--- src/rtl/u2c_pkg.sv ---
// Package for the UTF-8 to Windows-1252 transcoder: result type, lead byte
// constants, the reverse table for 0x80-0x9F and the code point mapper.
// No dependencies.
package u2c_pkg;

    // One result word as it travels through the output queue
    typedef struct packed {
        logic [7:0] out_byte;
        logic       has_byte;
        logic       run_last;
        logic       text_done;
    } result_t;

    localparam int CP_W        = 21;
    localparam int QUEUE_DEPTH = 4;
    localparam int PTR_W       = $clog2(QUEUE_DEPTH);
    localparam int CNT_W       = $clog2(QUEUE_DEPTH + 1);

    // Byte class boundaries
    localparam logic [7:0] LEAD4_MIN  = 8'hf0;
    localparam logic [7:0] LEAD3_MIN  = 8'he0;
    localparam logic [7:0] LEAD2_MIN  = 8'hc0;
    localparam logic [7:0] CONT_MIN   = 8'h80;
    localparam logic [7:0] LEAD4_MASK = 8'h07;
    localparam logic [7:0] LEAD3_MASK = 8'h0f;
    localparam logic [7:0] LEAD2_MASK = 8'h1f;
    localparam logic [7:0] CONT_MASK  = 8'h3f;
    localparam logic [7:0] CONT_TAG   = 8'h80;
    localparam logic [7:0] TAG_MASK   = 8'hc0;
    localparam logic [7:0] SUBST_CHAR = 8'h3f;
    localparam logic [7:0] HIGH_BASE  = 8'h80;
    localparam logic [7:0] PASS_MIN   = 8'ha0;
    localparam logic [7:0] PASS_MAX   = 8'hff;

    // Code points that land on bytes 0x80-0x9F, in byte order
    localparam logic [15:0] HI_MAP [32] = '{
        16'h20ac, 16'h0081, 16'h201a, 16'h0192, 16'h201e, 16'h2026, 16'h2020, 16'h2021,
        16'h02c6, 16'h2030, 16'h0160, 16'h2039, 16'h0152, 16'h008d, 16'h017d, 16'h008f,
        16'h0090, 16'h2018, 16'h2019, 16'h201c, 16'h201d, 16'h2022, 16'h2013, 16'h2014,
        16'h02dc, 16'h2122, 16'h0161, 16'h203a, 16'h0153, 16'h009d, 16'h017e, 16'h0178
    };

    // Map a code point to its cp1252 byte, '?' when there is none
    function automatic logic [7:0] map_cp(input logic [CP_W-1:0] cp);
        logic [7:0] res;
        res = SUBST_CHAR;
        if (cp < CP_W'(CONT_MIN) || (cp >= CP_W'(PASS_MIN) && cp <= CP_W'(PASS_MAX)))
        begin
            res = cp[7:0];
        end
        else
        begin
            for (int k = 0; k < 32; k++)
            begin
                if (cp == CP_W'(HI_MAP[k]))
                begin
                    res = HIGH_BASE + 8'(k);
                end
            end
        end
        return res;
    endfunction

endpackage

--- src/rtl/u2c_in_if.sv ---
// Request channel carrying one UTF-8 byte or an end-of-text mark.
// No dependencies.
interface u2c_in_if;
    logic       valid;
    logic       ready;
    logic [7:0] in_byte;
    logic       end_of_text;

    modport source (output valid, output in_byte, output end_of_text, input ready);
    modport sink   (input valid, input in_byte, input end_of_text, output ready);
endinterface

--- src/rtl/u2c_out_if.sv ---
// Request channel carrying one Windows-1252 result with its flags.
// No dependencies.
interface u2c_out_if;
    logic       valid;
    logic       ready;
    logic [7:0] out_byte;
    logic       has_byte;
    logic       run_last;
    logic       text_done;

    modport source (output valid, output out_byte, output has_byte, output run_last,
                    output text_done, input ready);
    modport sink   (input valid, input out_byte, input has_byte, input run_last,
                    input text_done, output ready);
endinterface

--- src/rtl/utf8_to_cp1252_transcoder_core.sv ---
// UTF-8 to Windows-1252 transcoder, top level.
// Depends on u2c_pkg, u2c_in_if and u2c_out_if.
//
// Usage:
//   utf8   : one request per UTF-8 byte, or one with end_of_text set to flush
//            a partial sequence and close the text.
//   cp1252 : results; an input request yields zero, one or two of them and
//            run_last marks the last one. The closing result has text_done.
//   Timing : with an empty queue, the first result of a request is valid on
//            cp1252 in the cycle after the request is accepted; otherwise it
//            waits behind the results already queued, one per output cycle.
//   Throughput: one request per cycle while results drain and the queue has room;
//            a cut-short sequence gives two results, each sent on cp1252 by itself.
//            The rate is set by the four-entry result queue, which takes a
//            request whenever at least two entries are free.
//   Reset : clears the sequence state and empties the queue; no request is
//            lost afterwards and utf8.ready is high from the first cycle.
//   Stall : when cp1252.ready is low the head result holds; utf8.ready drops
//            only once fewer than two queue entries are free.
module utf8_to_cp1252_transcoder_core (
    input  logic      clk,
    input  logic      rst_n,
    u2c_in_if.sink    utf8,
    u2c_out_if.source cp1252
);

    logic [u2c_pkg::CP_W-1:0]  partial_reg, partial_next;
    logic [1:0]                remain_reg, remain_next;
    logic [u2c_pkg::PTR_W-1:0] wr_ptr_reg, wr_ptr_next;
    logic [u2c_pkg::PTR_W-1:0] rd_ptr_reg, rd_ptr_next;
    logic [u2c_pkg::CNT_W-1:0] count_reg, count_next;
    u2c_pkg::result_t          queue_reg [u2c_pkg::QUEUE_DEPTH];

    u2c_pkg::result_t          res0, res1, lead_res;
    logic [1:0]                n_res;
    logic                      lead_has;
    logic                      in_acc, out_acc;
    logic                      is_cont, active;
    logic [u2c_pkg::CP_W-1:0]  shifted;
    logic [u2c_pkg::PTR_W-1:0] wr_ptr_1;
    logic [7:0]                b;

    assign b       = utf8.in_byte;
    assign in_acc  = utf8.valid && utf8.ready;
    assign out_acc = cp1252.valid && cp1252.ready;
    assign is_cont = (b & u2c_pkg::TAG_MASK) == u2c_pkg::CONT_TAG;
    assign active  = remain_reg != 2'd0;
    assign shifted = {partial_reg[u2c_pkg::CP_W-7:0], b[5:0]};

    // Take a request while two queue entries are free
    assign utf8.ready = count_reg <= u2c_pkg::CNT_W'(u2c_pkg::QUEUE_DEPTH - 2);

    // Fresh handling of a byte as if no sequence were active
    always_comb
    begin
        lead_res     = '0;
        lead_has     = 1'b0;
        partial_next = '0;
        remain_next  = 2'd0;
        if (b >= u2c_pkg::LEAD4_MIN)
        begin
            partial_next = u2c_pkg::CP_W'(b & u2c_pkg::LEAD4_MASK);
            remain_next  = 2'd3;
        end
        else if (b >= u2c_pkg::LEAD3_MIN)
        begin
            partial_next = u2c_pkg::CP_W'(b & u2c_pkg::LEAD3_MASK);
            remain_next  = 2'd2;
        end
        else if (b >= u2c_pkg::LEAD2_MIN)
        begin
            partial_next = u2c_pkg::CP_W'(b & u2c_pkg::LEAD2_MASK);
            remain_next  = 2'd1;
        end
        else
        begin
            lead_has          = 1'b1;
            lead_res.has_byte = 1'b1;
            lead_res.out_byte = (b >= u2c_pkg::CONT_MIN) ? u2c_pkg::SUBST_CHAR : b;
        end
    end

    // Decode step: results and next sequence state
    logic [u2c_pkg::CP_W-1:0] part_d;
    logic [1:0]               rem_d;
    always_comb
    begin
        res0   = '0;
        res1   = '0;
        n_res  = 2'd0;
        part_d = partial_next;
        rem_d  = remain_next;
        if (utf8.end_of_text)
        begin
            res0.out_byte  = active ? u2c_pkg::map_cp(partial_reg) : 8'h00;
            res0.has_byte  = active;
            res0.run_last  = 1'b1;
            res0.text_done = 1'b1;
            n_res          = 2'd1;
            part_d         = '0;
            rem_d          = 2'd0;
        end
        else if (active && is_cont)
        begin
            rem_d = remain_reg - 2'd1;
            if (remain_reg == 2'd1)
            begin
                res0.out_byte = u2c_pkg::map_cp(shifted);
                res0.has_byte = 1'b1;
                res0.run_last = 1'b1;
                n_res         = 2'd1;
                part_d        = '0;
            end
            else
            begin
                part_d = shifted;
            end
        end
        else if (active)
        begin
            // Cut-short sequence: flush the partial value, then decode the new byte afresh
            res0.out_byte = u2c_pkg::map_cp(partial_reg);
            res0.has_byte = 1'b1;
            if (lead_has)
            begin
                res1          = lead_res;
                res1.run_last = 1'b1;
                n_res         = 2'd2;
            end
            else
            begin
                res0.run_last = 1'b1;
                n_res         = 2'd1;
            end
        end
        else if (lead_has)
        begin
            res0          = lead_res;
            res0.run_last = 1'b1;
            n_res         = 2'd1;
        end
    end

    // Queue pointer and count update
    assign wr_ptr_1 = wr_ptr_reg + u2c_pkg::PTR_W'(1);
    always_comb
    begin
        wr_ptr_next = wr_ptr_reg;
        rd_ptr_next = rd_ptr_reg;
        count_next  = count_reg;
        if (in_acc)
        begin
            wr_ptr_next = wr_ptr_reg + u2c_pkg::PTR_W'(n_res);
            count_next  = count_next + u2c_pkg::CNT_W'(n_res);
        end
        if (out_acc)
        begin
            rd_ptr_next = rd_ptr_reg + u2c_pkg::PTR_W'(1);
            count_next  = count_next - u2c_pkg::CNT_W'(1);
        end
    end

    // Control state
    always_ff @(posedge clk or negedge rst_n)
    begin
        if (!rst_n)
        begin
            partial_reg <= '0;
            remain_reg  <= 2'd0;
            wr_ptr_reg  <= '0;
            rd_ptr_reg  <= '0;
            count_reg   <= '0;
        end
        else
        begin
            if (in_acc)
            begin
                partial_reg <= part_d;
                remain_reg  <= rem_d;
            end
            wr_ptr_reg <= wr_ptr_next;
            rd_ptr_reg <= rd_ptr_next;
            count_reg  <= count_next;
        end
    end

    // Result queue entries
    always_ff @(posedge clk)
    begin
        for (int i = 0; i < u2c_pkg::QUEUE_DEPTH; i++)
        begin
            if (in_acc && n_res != 2'd0 && u2c_pkg::PTR_W'(i) == wr_ptr_reg)
            begin
                queue_reg[i] <= res0;
            end
            if (in_acc && n_res == 2'd2 && u2c_pkg::PTR_W'(i) == wr_ptr_1)
            begin
                queue_reg[i] <= res1;
            end
        end
    end

    // Head of queue drives the result channel
    assign cp1252.valid     = count_reg != '0;
    assign cp1252.out_byte  = queue_reg[rd_ptr_reg].out_byte;
    assign cp1252.has_byte  = queue_reg[rd_ptr_reg].has_byte;
    assign cp1252.run_last  = queue_reg[rd_ptr_reg].run_last;
    assign cp1252.text_done = queue_reg[rd_ptr_reg].text_done;

endmodule

--- src/flat_wrapper.sv ---
// flat-port wrapper written by rule: the top's interface ports become plain ports
module utf8_to_cp1252_transcoder_core_flat 
  (clk, rst_n, utf8_valid, utf8_in_byte, utf8_end_of_text, utf8_ready, cp1252_valid, cp1252_out_byte, cp1252_has_byte, cp1252_run_last, cp1252_text_done, cp1252_ready);
  u2c_in_if utf8_i ();
  u2c_out_if cp1252_i ();
  input  logic clk;
  input  logic rst_n;
  input wire logic [$bits(utf8_i.valid)-1:0] utf8_valid;
  input wire logic [$bits(utf8_i.in_byte)-1:0] utf8_in_byte;
  input wire logic [$bits(utf8_i.end_of_text)-1:0] utf8_end_of_text;
  output wire logic [$bits(utf8_i.ready)-1:0] utf8_ready;
  output wire logic [$bits(cp1252_i.valid)-1:0] cp1252_valid;
  output wire logic [$bits(cp1252_i.out_byte)-1:0] cp1252_out_byte;
  output wire logic [$bits(cp1252_i.has_byte)-1:0] cp1252_has_byte;
  output wire logic [$bits(cp1252_i.run_last)-1:0] cp1252_run_last;
  output wire logic [$bits(cp1252_i.text_done)-1:0] cp1252_text_done;
  input wire logic [$bits(cp1252_i.ready)-1:0] cp1252_ready;
  assign utf8_i.valid = utf8_valid;
  assign utf8_i.in_byte = utf8_in_byte;
  assign utf8_i.end_of_text = utf8_end_of_text;
  assign utf8_ready = utf8_i.ready;
  assign cp1252_valid = cp1252_i.valid;
  assign cp1252_out_byte = cp1252_i.out_byte;
  assign cp1252_has_byte = cp1252_i.has_byte;
  assign cp1252_run_last = cp1252_i.run_last;
  assign cp1252_text_done = cp1252_i.text_done;
  assign cp1252_i.ready = cp1252_ready;
  utf8_to_cp1252_transcoder_core u_core (.clk(clk), .rst_n(rst_n), .utf8(utf8_i), .cp1252(cp1252_i));
endmodule
--- config.mk ---
export PLATFORM = sky130hd
export DESIGN_NAME = utf8_to_cp1252_transcoder_core_flat
export DESIGN_NICKNAME = d
export VERILOG_FILES = /design/src/rtl/u2c_pkg.sv /design/src/rtl/u2c_in_if.sv /design/src/rtl/u2c_out_if.sv /design/src/rtl/utf8_to_cp1252_transcoder_core.sv /design/src/flat_wrapper.sv
export SDC_FILE = /design/constraint.sdc
export NUM_CORES = 1
export LEC_CHECK = 0
export ABC_CLOCK_PERIOD_IN_PS = 9200
export BUFFER_PORTS_ARGS = -buffer_cell sky130_fd_sc_hd__buf_4
export CAP_MARGIN = 20
export CORE_MARGIN = 2
export CORE_UTILIZATION = 40
export DETAILED_ROUTE_END_ITERATION = 8
export PLACE_DENSITY_LB_ADDON = 0.2
export SYNTH_ARGS = -nofsm -noshare
export SYNTH_HDL_FRONTEND = slang
export SYNTH_SLANG_ARGS = --single-unit
--- constraint.sdc ---
create_clock -name clk -period 9.2 [get_ports clk]
set_clock_uncertainty 0.1 [all_clocks]
set_input_delay 0.46 -clock clk [delete_from_list [all_inputs] [get_ports clk]]
set_output_delay 0.46 -clock clk [all_outputs]
set_load 0.01 [all_outputs]
==> summary.txt <==
Outcome
  – Outcome: finished, final reports clean

Yosys
  – Synth warnings: 0
  – Synth cell types: 100
  – FFs w/ async S/R, synth: 40.5%
  – Top post-synthesis cells by area: edfxtp_1 (22%), dfrtp_1 (13%), mux4_2 (4.2%)
  – Synth Net Count: around 650
  – Share of the synthesized area in the top cell type: 22.1%
  – Post-synth EDFFs: 43
  – Post-Synthesis Cells: 631
  – Synthesized flop and latch total: 74
  – Area leader, netlist: edfxtp_1
  – Synthesized area: 5830 sq um
  – Ys flop type: edfxtp_1
  – Sequential cell area fraction in the yosys report: approximately 35%
  – Synthesized area per cell: about 9.2 sq um

Clock tree
  – Clock root cell: clkbuf_16
  – Post-CTS Resized: 0
  – CTS tree: built
  – CTS H-Tree Depth: 3
  – Number of buffers added for setup after CTS: 0
  – Num CTS Buffers: 9
  – Clock transition at path regs: 0.06 ns
  – Clk_lat worst skew: 0.33 ns
  – Clk buf depth: 2
  – Clk sinks: 74

Timing
  – RSZ-0062 raised after global routing: false
  – Maximum achievable frequency: ~280 MHz
  – Worst Slack Setup Final: 5.60 ns
  – Setup TNS: 0 ns
  – Minimum clock period: 3.60 ns
  – Final period util: 39.1%
  – Slew at the pin closest to its max-slew limit: about 1 ns
  – Fin. Hold Viols: 0
  – Slew Limit Headroom: 32.5%
  – Final Setup Violations: 0
  – Fin. max-slew vios: 0

Placed design
  – # port buffers: 25
  – Setup WS pre-CTS: 5.64 ns
  – Final RePlAce weighted congestion: slightly above 0.9
  – Final HPWL DP: 12100 um
  – Cell Count Post-Placement: 791
  – Placed instance area: 5980 sq um

Floorplanning
  – DIE AREA: 15600 sq um
  – Starting Density: 40.6%
  – Row cnt: 44
  – I/O pin count: 26
  – Core area: 14400 sq um
  – Chip width: 125 um
  – DIE HEIGHT: between 100 and 150 um

Cells and area
  – Most frequent cells in the layout: nand2_1 (61), nor2_1 (50), edfxtp_1 (43)
  – Antenna diode count: 0
  – Post-Layout Cell Count: 808
  – Post-Route Utilization: between 40% and 50%
  – Layout cell share with drive strength beyond 1: 16.3%
  – Post-route cell area: 6280 sq um
  – Most common cell after layout, fill and taps aside: nand2_1
  – Reg area: 2060 sq um
  – Max reg flops: 44
  – Fin nets: 640
  – Area Overhead vs Synth: 7.70%
  – Area of the multi-input gates: 3370 sq um
  – Fillers: 1399

Power and ir drop
  – Peak supply drop: between 0.07 and 0.08 mV
  – Pwr dens: 232 nW/um^2
  – LEAKAGE: 2.26 nW

Job
  – Max cap viols: 0

Critical path
  – Crit path launch: u_core.remain_reg[0]
  – Max incr delay on CP: 0.72 ns
  – Reg2reg end: u_core.queue_reg[0][6]
  – CP Max Fanout: 13
  – Worst path cell trace: inv_1 > ha_1 > inv_1 > ha_1 > a211oi_2 > inv_2 > nor2_2 > nand2_1 > nor2_1 > mux2_2
  – Startpoint Class: register
  – Kind of critical path: register to register
  – Worst EP required: 9.19 ns
  – Worst R2R Path Depth: 10
  – R2R Path Start: u_core.remain_reg[0]
  – CP endpoint kind: register
  – Worst path slowest cell: nor2_1
  – Reg2reg setup slack: 5.60 ns
  – Worst EP arrival: 3.58 ns

Detailed routing
  – Vias: ~5200
  – Initial DRC count: 621
  – Routed WL: 17000 um
  – Drt first pass iters: 6
  – Wire per inst: 21.0 um
  – Avg Vias per Cell: 6.44
  – Remaining antenna violation count: 0
  – Remaining DRCs: 0

Global routing
  – Pin count of the biggest net entering global routing: 33
  – Initial antenna violation count: 0
  – Vias in the first global route: between 5000 and 6000
  – First-pass GRT wire length: 27900 um
  – Grt ovf: 0
  – Total Routing Usage GR: between 20% and 30%

Min path
  – Worst min-delay path class: register to register
  – Hold_sp: u_core.queue_reg[2][0]
  – Hold path cells: 2
  – Hold endpoint: u_core.queue_reg[2][0]
worst max-delay path: cells and delay by family, from the launching register on:
family / cells / cell delay [ns]
and+or+nand+nor: 3 / 1.07
muxes: 1 / 0.41
buffers and inverters: 3 / 0.36
DFF: 1 / 0.40
adders and majority gates: 2 / 0.63
AOI/OAI and AO/OA: 1 / 0.38
Yosys cell counts (4+ instances only):
| library cell | count |
|---|---|
| mux2i_1 | 8 |
| o22ai_1 | 9 |
| nor4b_1 | 7 |
| clkbuf_1 | 23 |
| or3_1 | 6 |
| a31oi_1 | 5 |
| o21ai_0 | 23 |
| mux4_2 | 11 |
| a21oi_1 | 34 |
| nor3b_1 | 4 |
| buf_2 | 20 |
| nor2_1 | 50 |
| and2_1 | 7 |
| nor4bb_1 | 4 |
| dfrtp_1 | 30 |
| nor4_1 | 9 |
| nor3_1 | 20 |
| a22o_1 | 17 |
| ha_1 | 7 |
| xor2_1 | 6 |
| inv_1 | 7 |
| o211ai_1 | 6 |
| o21ai_1 | 7 |
| nand4_1 | 19 |
| and3_1 | 5 |
| nand2b_1 | 5 |
| nor2b_1 | 11 |
| nand2_1 | 61 |
| edfxtp_1 | 43 |
| clkbuf_8 | 7 |
| nand3_1 | 34 |
| and4b_1 | 5 |
| buf_6 | 6 |
| and4_1 | 5 |
logic make-up after synthesis:
kind of cell               share of synthesized area, %
DFF                                                35.4
adders and majority gates                          2.02
AOI/OAI and AO/OA                                  18.6
muxes                                              6.20
buffers and inverters                              6.95
xor gates and xnor gates                           1.35
and+or+nand+nor                                    29.5
repair_timing:
item / in CTS / in global routing
setup endpoints to repair: 0 / 0
hold buffers: 1 / 0
hold endpoints to repair: 30 / 0
metrics by stage:
stage                     hold slack [ns]  power, mW
after floorplan                    0.0644      0.936
after global placement              0.308       1.11
after detailed placement            0.316       1.13
after CTS                           0.374       1.47
after global routing                0.408       1.55
final                               0.372       1.46
per-layer routing:
layer	up-vias	wire length (um)	global-route usage, %
met5	-	0	0
met4	0	586	9.58
met3	45	1000	3.39
met2	234	8100	36.5
met1	2531	7260	29.3
li1	2397	-	-
power breakdown:
| part | leakage, nW | internal, mW | switching [mW] |
|---|---|---|---|
| Clock | 0.144 | 0.205 | 0.130 |
| Combinational | 1.31 | 0.255 | 0.362 |
| Sequential | 0.804 | 0.419 | 0.0863 |
| Total | 2.26 | 0.880 | 0.578 |
layout make-up:
cell class	instances	area share, %
timing repair buffer	38	4.66
clock inverter	4	0.379
inverter	9	0.538
multi-input combinational	487	53.7
tap	184	3.67
clock buffer	12	4.26
sequential	74	32.8
how the worst max path moves through the flow:
stage / to / slack, ns / cells after the start
floorplan: u_core.queue_reg[1][0] / 6.08 / 8
global placement: u_core.queue_reg[0][6] / 5.66 / 10
detailed placement: u_core.queue_reg[2][7] / 5.64 / 10
CTS: u_core.queue_reg[0][6] / 5.60 / 10
global route: u_core.queue_reg[2][6] / 5.37 / 10
finish: u_core.queue_reg[0][6] / 5.60 / 10
(Power assumes the default switching activity.)
